File: src/rtl/core/ilh_pkg.sv
`default_nettype none
package ilh_pkg;

	typedef enum logic [1:0] {
		OP_TICK,
		OP_END_ROUND,
		OP_END_GAME,
		OP_SEND
	} op_t;

	typedef struct packed {
		op_t        operation;
		logic       rx_valid;
		logic [7:0] rx_byte;
		logic       write_ready;
		logic       start_push;
		logic [2:0] ball_row;
		logic       ball_dir;
		logic [2:0] ball_speed;
	} in_item_t;

	typedef struct packed {
		logic       tx_valid;
		logic [7:0] tx_byte;
		logic       led_on;
		logic       start_game;
		logic       have_ball;
		logic       round_ended;
		logic       payload_valid;
		logic       game_ended;
		logic [3:0] rx_row;
		logic       rx_dir;
		logic [2:0] rx_speed;
	} out_item_t;

	typedef struct packed {
		logic advance;
		logic step;
	} stage_ctrl_t;

	localparam logic [7:0] CODE_BLANK     = 8'hFF;
	localparam logic [7:0] CODE_START     = 8'hFE;
	localparam logic [7:0] CODE_START_ACK = 8'hFD;
	localparam logic [7:0] CODE_END       = 8'hFC;
	localparam logic [7:0] CODE_END_ACK   = 8'hFB;
	localparam logic [7:0] CODE_GAME_OVER = 8'hFA;
	localparam logic [7:0] CODE_PAY_ACK   = 8'hD0;

endpackage
`default_nettype wire

File: src/rtl/core/ilh_in_stage.sv
`default_nettype none
module ilh_in_stage (
	input  wire                       clk,
	input  wire                       arst_n,
	input  wire                       item_valid,
	output logic                      item_ready,
	input  wire ilh_pkg::in_item_t    item,
	input  wire ilh_pkg::stage_ctrl_t ctrl,
	output logic                      valid_s1,
	output ilh_pkg::in_item_t         item_s1
);
	import ilh_pkg::*;

	assign item_ready = !valid_s1 || ctrl.advance;

	always_ff @(posedge clk or negedge arst_n) begin
		if (!arst_n) begin
			valid_s1 <= 1'b0;
		end else if (item_ready) begin
			valid_s1 <= item_valid;
		end
	end

	always_ff @(posedge clk) begin
		if (item_ready && item_valid) begin
			item_s1 <= item;
		end
	end

endmodule
`default_nettype wire

File: src/rtl/core/ilh_engine.sv
`default_nettype none
module ilh_engine (
	input  wire                       clk,
	input  wire                       arst_n,
	input  wire ilh_pkg::stage_ctrl_t ctrl,
	input  wire ilh_pkg::in_item_t    item_s1,
	output ilh_pkg::out_item_t        result_q
);
	import ilh_pkg::*;

	typedef enum logic [2:0] {
		LS_START_REC,
		LS_START_SEND,
		LS_RECEIVING,
		LS_WAITING,
		LS_SENDING,
		LS_END_ROUND,
		LS_GAME_OVER
	} link_state_t;

	link_state_t link_q, link_d;
	logic [2:0]  seq_q, seq_d;
	logic [7:0]  held_q, held_d;
	logic        phase_q, phase_d;
	logic [3:0]  row_q, row_d;
	logic        dir_q, dir_d;
	logic [2:0]  speed_q, speed_d;
	out_item_t   res_d;

	logic        slot;
	logic [7:0]  held_t;
	logic [2:0]  last;
	logic [2:0]  seq_inc;
	logic [2:0]  seq_s;
	logic        hi_seq;
	logic        hi_last;
	logic        go_rx;

	always_comb begin
		link_d  = link_q;
		seq_d   = seq_q;
		held_d  = held_q;
		phase_d = phase_q;
		row_d   = row_q;
		dir_d   = dir_q;
		speed_d = speed_q;
		res_d   = '0;
		seq_s   = seq_q;
		go_rx   = 1'b0;

		slot    = phase_q & item_s1.write_ready;
		held_t  = item_s1.rx_valid ? item_s1.rx_byte : held_q;
		last    = seq_q - 3'd1;
		seq_inc = seq_q + 3'd1;
		hi_seq  = (held_t[7:4] == {1'b0, seq_q});
		hi_last = (held_t[7:4] == {1'b0, last});

		case (item_s1.operation)
			OP_END_ROUND: begin
				link_d = LS_END_ROUND;
			end
			OP_END_GAME: begin
				link_d = LS_GAME_OVER;
			end
			OP_SEND: begin
				if (link_q == LS_WAITING) begin
					link_d  = LS_SENDING;
					if (seq_q[0]) begin
						seq_d = seq_inc;
					end
					row_d   = {1'b0, item_s1.ball_row};
					dir_d   = item_s1.ball_dir;
					speed_d = item_s1.ball_speed;
				end
			end
			default: begin
				// tick: slot opens on odd phase, held open until the transmitter takes it
				phase_d = ~phase_q | ~item_s1.write_ready;
				held_d  = held_t;
				case (link_q)
					LS_START_REC: begin
						res_d.led_on = 1'b1;
						if (held_t == CODE_START) begin
							link_d           = LS_RECEIVING;
							res_d.start_game = 1'b1;
						end else if (held_t == CODE_END && slot) begin
							held_d         = CODE_BLANK;
							res_d.tx_valid = 1'b1;
							res_d.tx_byte  = CODE_END_ACK;
						end else if (item_s1.start_push) begin
							link_d = LS_START_SEND;
						end
					end
					LS_START_SEND: begin
						res_d.led_on = 1'b1;
						if (held_t == CODE_START_ACK) begin
							held_d           = CODE_BLANK;
							link_d           = LS_WAITING;
							res_d.start_game = 1'b1;
							res_d.have_ball  = 1'b1;
						end else if (held_t == CODE_END && slot) begin
							held_d         = CODE_BLANK;
							res_d.tx_valid = 1'b1;
							res_d.tx_byte  = CODE_END_ACK;
						end else if (held_t == CODE_START) begin
							held_d = CODE_BLANK;
							link_d = LS_START_REC;
						end else if (slot) begin
							res_d.tx_valid = 1'b1;
							res_d.tx_byte  = CODE_START;
						end
					end
					LS_RECEIVING: begin
						if (held_t == CODE_START && slot) begin
							res_d.tx_valid = 1'b1;
							res_d.tx_byte  = CODE_START_ACK;
							held_d         = CODE_BLANK;
						end else if (held_t == CODE_GAME_OVER) begin
							held_d           = CODE_BLANK;
							link_d           = LS_GAME_OVER;
							res_d.game_ended = 1'b1;
						end else if (held_t == CODE_END) begin
							held_d            = CODE_BLANK;
							link_d            = LS_START_REC;
							res_d.round_ended = 1'b1;
						end else if (hi_seq) begin
							if (slot) begin
								held_d         = CODE_BLANK;
								res_d.tx_valid = 1'b1;
								res_d.tx_byte  = CODE_PAY_ACK | {5'd0, seq_q};
							end
							if (!seq_q[0]) begin
								row_d = held_t[3:0];
							end else begin
								dir_d               = held_t[3];
								speed_d             = held_t[2:0];
								link_d              = LS_WAITING;
								res_d.payload_valid = 1'b1;
							end
							seq_d = seq_inc;
						end else if (hi_last && slot) begin
							held_d         = CODE_BLANK;
							res_d.tx_valid = 1'b1;
							res_d.tx_byte  = CODE_PAY_ACK | {5'd0, last};
						end
					end
					LS_WAITING: begin
						if (hi_last && slot) begin
							held_d         = CODE_BLANK;
							res_d.tx_valid = 1'b1;
							res_d.tx_byte  = CODE_PAY_ACK | {5'd0, last};
						end
					end
					LS_SENDING: begin
						if (held_t[7:4] == CODE_PAY_ACK[7:4] && held_t[3:0] == {1'b0, seq_q})
						begin
							held_d = CODE_BLANK;
							seq_s  = seq_inc;
							if (seq_q[0]) begin
								go_rx  = 1'b1;
								link_d = LS_RECEIVING;
							end
						end
						seq_d = seq_s;
						if (slot && !go_rx) begin
							res_d.tx_valid = 1'b1;
							res_d.tx_byte  = seq_s[0] ? {1'b0, seq_s, dir_q, speed_q}
							                          : {1'b0, seq_s, row_q};
						end
					end
					LS_END_ROUND: begin
						if (held_t == CODE_END_ACK) begin
							link_d = LS_START_REC;
							held_d = CODE_BLANK;
						end else if (slot) begin
							res_d.tx_valid = 1'b1;
							res_d.tx_byte  = CODE_END;
						end
					end
					LS_GAME_OVER: begin
						if (slot) begin
							res_d.tx_valid = 1'b1;
							res_d.tx_byte  = CODE_GAME_OVER;
						end
					end
					default: begin
					end
				endcase
			end
		endcase

		if (res_d.payload_valid) begin
			res_d.rx_row   = row_d;
			res_d.rx_dir   = dir_d;
			res_d.rx_speed = speed_d;
		end
	end

	always_ff @(posedge clk or negedge arst_n) begin
		if (!arst_n) begin
			link_q   <= LS_START_REC;
			seq_q    <= 3'd0;
			held_q   <= CODE_BLANK;
			phase_q  <= 1'b0;
			row_q    <= 4'd0;
			dir_q    <= 1'b0;
			speed_q  <= 3'd0;
			result_q <= '0;
		end else if (ctrl.step) begin
			link_q   <= link_d;
			seq_q    <= seq_d;
			held_q   <= held_d;
			phase_q  <= phase_d;
			row_q    <= row_d;
			dir_q    <= dir_d;
			speed_q  <= speed_d;
			result_q <= res_d;
		end
	end

endmodule
`default_nettype wire

File: src/rtl/core/ir_link_handshake_arq.sv
// A transaction accepted by the input stage is registered there, then in the result register
// once the result side can take it, with result_valid high from then on.
// Throughput: one transaction per cycle unless result_ready stalls the result register.
// The result register parts the two sides; the input stage stalls only when it is full
// and the result register holds a result that is not taken.
// Reset (arst_n low, asynchronous): start-receive state, sequence 0, held byte blank.
`default_nettype none
module ir_link_handshake_arq (
	input  wire                     clk,
	input  wire                     arst_n,
	input  wire                     item_valid,
	output logic                    item_ready,
	input  wire ilh_pkg::in_item_t  item,
	output logic                    result_valid,
	input  wire                     result_ready,
	output ilh_pkg::out_item_t      result
);
	import ilh_pkg::*;

	stage_ctrl_t ctrl;
	logic        valid_s1;
	in_item_t    item_s1;
	logic        result_valid_q;

	assign ctrl.advance = !result_valid_q || result_ready;
	assign ctrl.step    = valid_s1 && ctrl.advance;

	ilh_in_stage u_in_stage (
		.clk        (clk),
		.arst_n     (arst_n),
		.item_valid (item_valid),
		.item_ready (item_ready),
		.item       (item),
		.ctrl       (ctrl),
		.valid_s1   (valid_s1),
		.item_s1    (item_s1)
	);

	ilh_engine u_engine (
		.clk      (clk),
		.arst_n   (arst_n),
		.ctrl     (ctrl),
		.item_s1  (item_s1),
		.result_q (result)
	);

	always_ff @(posedge clk or negedge arst_n) begin
		if (!arst_n) begin
			result_valid_q <= 1'b0;
		end else if (ctrl.advance) begin
			result_valid_q <= valid_s1;
		end
	end

	assign result_valid = result_valid_q;

endmodule
`default_nettype wire

File: config.mk
export PLATFORM = sky130hd
export DESIGN_NAME = ir_link_handshake_arq
export DESIGN_NICKNAME = d
export VERILOG_FILES = /design/src/rtl/core/ilh_pkg.sv /design/src/rtl/core/ilh_in_stage.sv /design/src/rtl/core/ilh_engine.sv /design/src/rtl/core/ir_link_handshake_arq.sv
export SDC_FILE = /design/constraint.sdc
export NUM_CORES = 1
export LEC_CHECK = 0
export BUFFER_PORTS_ARGS = -buffer_cell sky130_fd_sc_hd__buf_2
export CAP_MARGIN = 20
export CELL_PAD_IN_SITES_DETAIL_PLACEMENT = 1
export CELL_PAD_IN_SITES_GLOBAL_PLACEMENT = 2
export CORE_MARGIN = 5
export CORE_UTILIZATION = 37
export CTS_CLUSTER_SIZE = 10
export DETAILED_ROUTE_END_ITERATION = 8
export GPL_ROUTABILITY_DRIVEN = 0
export HOLD_SLACK_MARGIN = 0.08
export PLACE_DENSITY_LB_ADDON = 0.12
export SYNTH_ARGS = -nofsm -noshare
export SYNTH_HDL_FRONTEND = slang
export SYNTH_HIERARCHICAL = 1
export SYNTH_SLANG_ARGS = --single-unit
File: constraint.sdc
create_clock -name clk -period 3.99 [get_ports clk]
set_input_delay 0.1995 -clock clk [delete_from_list [all_inputs] [get_ports clk]]
set_output_delay 0.1995 -clock clk [all_outputs]
set_load 0.01 [all_outputs]
==> metrics.csv <==
stage,metric,value,unit
clock_tree,"Clk Latency, worst-skew pair",0.36,ns
clock_tree,postcts setup bufs,0,
die,chip width,115,µm
detailed_routing,Avg WL per Cell,20.5,µm
worst_hold_path,Hold Path Sink,result_valid$_DFFE_PN0P_,
timing,Worst-Margin Slew,0.910,ns
synthesis,YS warnings,6,
timing,final setup vio count,0,
setup_path,Critical-path top delay cell,edfxtp_1,
detailed_routing,DRC,0,
synthesis,post-synth top area cell,dfrtp_1,
setup_path,worst-path fanout max,21,
die,IO Pins,49,
setup_path,critical path buffer and inverter count,1,
synthesis,synthesis-stage register bit count,68,
clock_tree,post-CTS sizing,0,
setup_path,RR Endpoint,u_engine/held_q[5]$_DFFE_PN1P_,
detailed_routing,initial DRC count,227,
timing,worst hold slack,0.124,ns
worst_hold_path,Worst Hold Launch,result_ready,
die,row count,38,
finish,synth-to-layout area growth,19.9,%
timing,Fin Setup TNS,0,ns
detailed_routing,Post-DRT Antenna Nets,0,
die,core area,0.0108,mm²
synthesis,syn nets,447,
timing,Final Hold Fails,0,
placement,DP HPWL,9120,µm
clock_tree,root buf cell,clkbuf_8,
grt,pin count of the biggest net entering global routing,49,
setup_path,worst path required time,4.25,ns
placement,Port Buf Inserts,48,
clock_tree,TritonCTS buffer count,9,
worst_hold_path,Hold Path Class,input port to flop,
clock_tree,H-tree Lvls,3,
pwr,switching pwr,898,µW
timing,final period utilization,84.5,%
die,DIE AREA,0.0132,mm²
setup_path,reg-to-reg critical path startpoint,u_in_stage/item_s1[17]$_DFFE_PP_,
detailed_routing,"wirelength, routed",12800,µm
synthesis,most common cell in the netlist,dfrtp_1,
setup_path,element type at the critical path end,flop,
setup_path,critical path class,flop to flop,
finish,share of layout cells above drive strength 1,21.1,%
grt,first-pass GRT wire length,20900,µm
timing,RSZ-0062 raised after global routing,no,
setup_path,"Critical Path, Cell by Cell",buf_4 -> nand4_1 -> a21oi_2 -> nand2_1 -> a211o_1 -> a311oi_2 -> nor2_1 -> a311oi_1,
synthesis,share of flip-flops with an asynchronous set or reset,70.6,%
run_status,status,"complete, no violations",
detailed_routing,Via density,5.73,
pwr,clock network fraction of total power,27.4,%
pwr,Combinational Power Share,33.1,%
die,Die Y,115,µm
finish,Layout Nets,511,
synthesis,post-synthesis cell type count,68,
setup_path,r2r setup slk,0.62,ns
synthesis,post-synth top area share,24.6,%
timing,clk_skew,0.00910,ns
worst_hold_path,hold depth,3,
synthesis,"top cells by area, synth","dfrtp_1 25%, edfxtp_1 15%, dfstp_2 5.2%",
clock_tree,TritonCTS clock tree,built,
timing,minimum clock period,3.37,ns
synthesis,synth cell count leaders,"40 x dfrtp_1, 34 x nand2_1, 28 x nor2_1",
setup_path,CP Launch Type,flop,
detailed_routing,drt pass-1 iters,4,
pwr,Net Sw Frac,37.1,%
finish,Inserted Diodes,0,
finish,Fillers,1240,
synthesis,prevailing post-synth register cell,dfrtp_1,
die,initial core utilization,37.7,%
timing,Max Freq,297,MHz
flow_run,Max Cap Viol,0,
pwr,VDD IR max,0.000202,V
pwr,Int Power,1530,µW
synthesis,Mapped Area,0.00407,mm²
setup_path,CP max stage delay,0.63,ns
pwr,Seq pwr share,39.5,%
synthesis,number of flops mapped to enable cells by yosys,20,
setup_path,CP top delay family,compound AO/OA/AOI/OAI gates,
clock_tree,"Reg clk slew, reported paths",0.08,ns
setup_path,R2R depth,8,
grt,GRT overflow,0,
grt,GRT Overall Usage,20.5,%
clock_tree,CTS Buffer Depth,2,
setup_path,Worst Path Arrival,3.63,ns
pwr,Static Leak,0.00208,µW
synthesis,register area share after synthesis,44.5,%
timing,final-report max-slew violation count,0,
synthesis,"Avg Cell Area, Syn",9.80,µm²
clock_tree,CTS sink count,68,
synthesis,Cells after Synth,415,
timing,Rel. slew slack,39.4,%
detailed_routing,detailed-route via count,3578,
grt,vias in the first global route,3751,
grt,antenna violations before repair,0,
pwr,PD cells,497,mW/mm²
==> metal layers <==
layer,up-vias,GRT usage [%],routed length [µm]
met1,1796,28.8,5920
met4,0,6.49,223
met5,-,0,0
met3,13,3.58,713
li1,1675,-,-
met2,94,32.4,5960
==> registers in the layout, indices dropped and copies added (netlist names) <==
register             cells
result_valid             1
u_engine/dir_q           1
u_engine/held_q          8
u_engine/link_q          3
u_engine/phase_q         1
u_engine/result_q       23
u_engine/row_q           4
u_engine/seq_q           3
u_engine/speed_q         3
u_in_stage/item_s1      20
u_in_stage/valid_s1      1
==> how the worst max path moves through the flow <==
stage / startpoint / endpoint / slack, ns / cells past startpoint
detailed placement: u_in_stage/item_s1[17]$_DFFE_PP_ / u_engine/result_q[14]$_DFFE_PN0P_ / 0.60 / 10
finish: u_in_stage/item_s1[17]$_DFFE_PP_ / u_engine/held_q[5]$_DFFE_PN1P_ / 0.62 / 8
CTS: u_in_stage/item_s1[17]$_DFFE_PP_ / u_engine/result_q[14]$_DFFE_PN0P_ / 0.59 / 10
floorplan: u_in_stage/item_s1[17]$_DFFE_PP_ / u_engine/result_q[14]$_DFFE_PN0P_ / 1.10 / 14
global placement: u_in_stage/item_s1[17]$_DFFE_PP_ / u_engine/result_q[14]$_DFFE_PN0P_ / 0.75 / 10
global route: u_in_stage/item_s1[17]$_DFFE_PP_ / u_engine/result_q[14]$_DFFE_PN0P_ / 0.33 / 10
==> through the flow <==
| stage | std cells | setup slack, ns | area [µm²] | power, µW | utilization, % |
|---|---|---|---|---|---|
| after detailed placement | 586 | 0.601 | 4430 | 1750 | 41.0 |
| after CTS | 624 | 0.591 | 4880 | 2440 | 45.2 |
| after global placement | 586 | 0.754 | 4430 | 1740 | 41.0 |
| final | 624 | 0.619 | 4880 | 2420 | 45.2 |
| after floorplan | 415 | 1.10 | 4070 | 1480 | - |
| after global routing | 624 | 0.327 | 4880 | 2570 | 45.2 |
==> cell families (layout without fill, tap and decap cells) <==
group / count (synthesis) / count (layout) / synth area share, %
xor+xnor: 11 / 11 / 2.37
simple gates: 140 / 140 / 18.9
fa+ha+maj: 8 / 8 / 2.46
compound gates: 115 / 115 / 20.0
mux: 27 / 27 / 6.95
flops: 68 / 68 / 44.5
buf+inv: 46 / 115 / 4.74
==> placed cells by master, fill, tap and decap left out, types with 10 or more instances in the layout <==
cell type      netlist  routed
buf_2                1      48
dfrtp_1             40      40
nand2_1             34      34
nor2_1              28      28
a21oi_1             25      25
o21ai_0             24      24
dlygate4sd3_1        0      22
inv_1               21      21
edfxtp_1            20      20
mux2i_1             17      17
clkbuf_8             0      11
o2bb2ai_1           11      11
a221o_1             10      10
==> worst reg2reg max path: stages, from the launching register on <==
cell	delay, ns
edfxtp_1	0.63
buf_4	0.34
nand4_1	0.17
a21oi_2	0.34
nand2_1	0.32
a211o_1	0.41
a311oi_2	0.57
nor2_1	0.19
a311oi_1	0.31
==> power by group through the flow <==
stage | registers, µW | logic [µW] | clock network, µW
2_1_floorplan | 913 | 570 | 0
3_3_place_gp | 971 | 769 | 0
3_5_place_dp | 970 | 778 | 0
4_1_cts | 957 | 798 | 683
5_1_grt | 974 | 881 | 719
6_report | 958 | 802 | 664
==> timing repair <==
action,in CTS,in global routing
endpoints found under the setup margin,0,0
hold endpoints to repair,61,0
hold buffers,22,0
==> layout make-up <==
type,instances,area [µm²],area share [%]
clock buffer,13,159,3.26
clock inverter,3,68.8,1.41
inverter,21,78.8,1.62
multi-input combinational,301,2060,42.3
sequential,68,1810,37.1
tap,140,175,3.59
timing repair buffer,78,520,10.7
No activity file was read; power rests on OpenSTA's default activity.
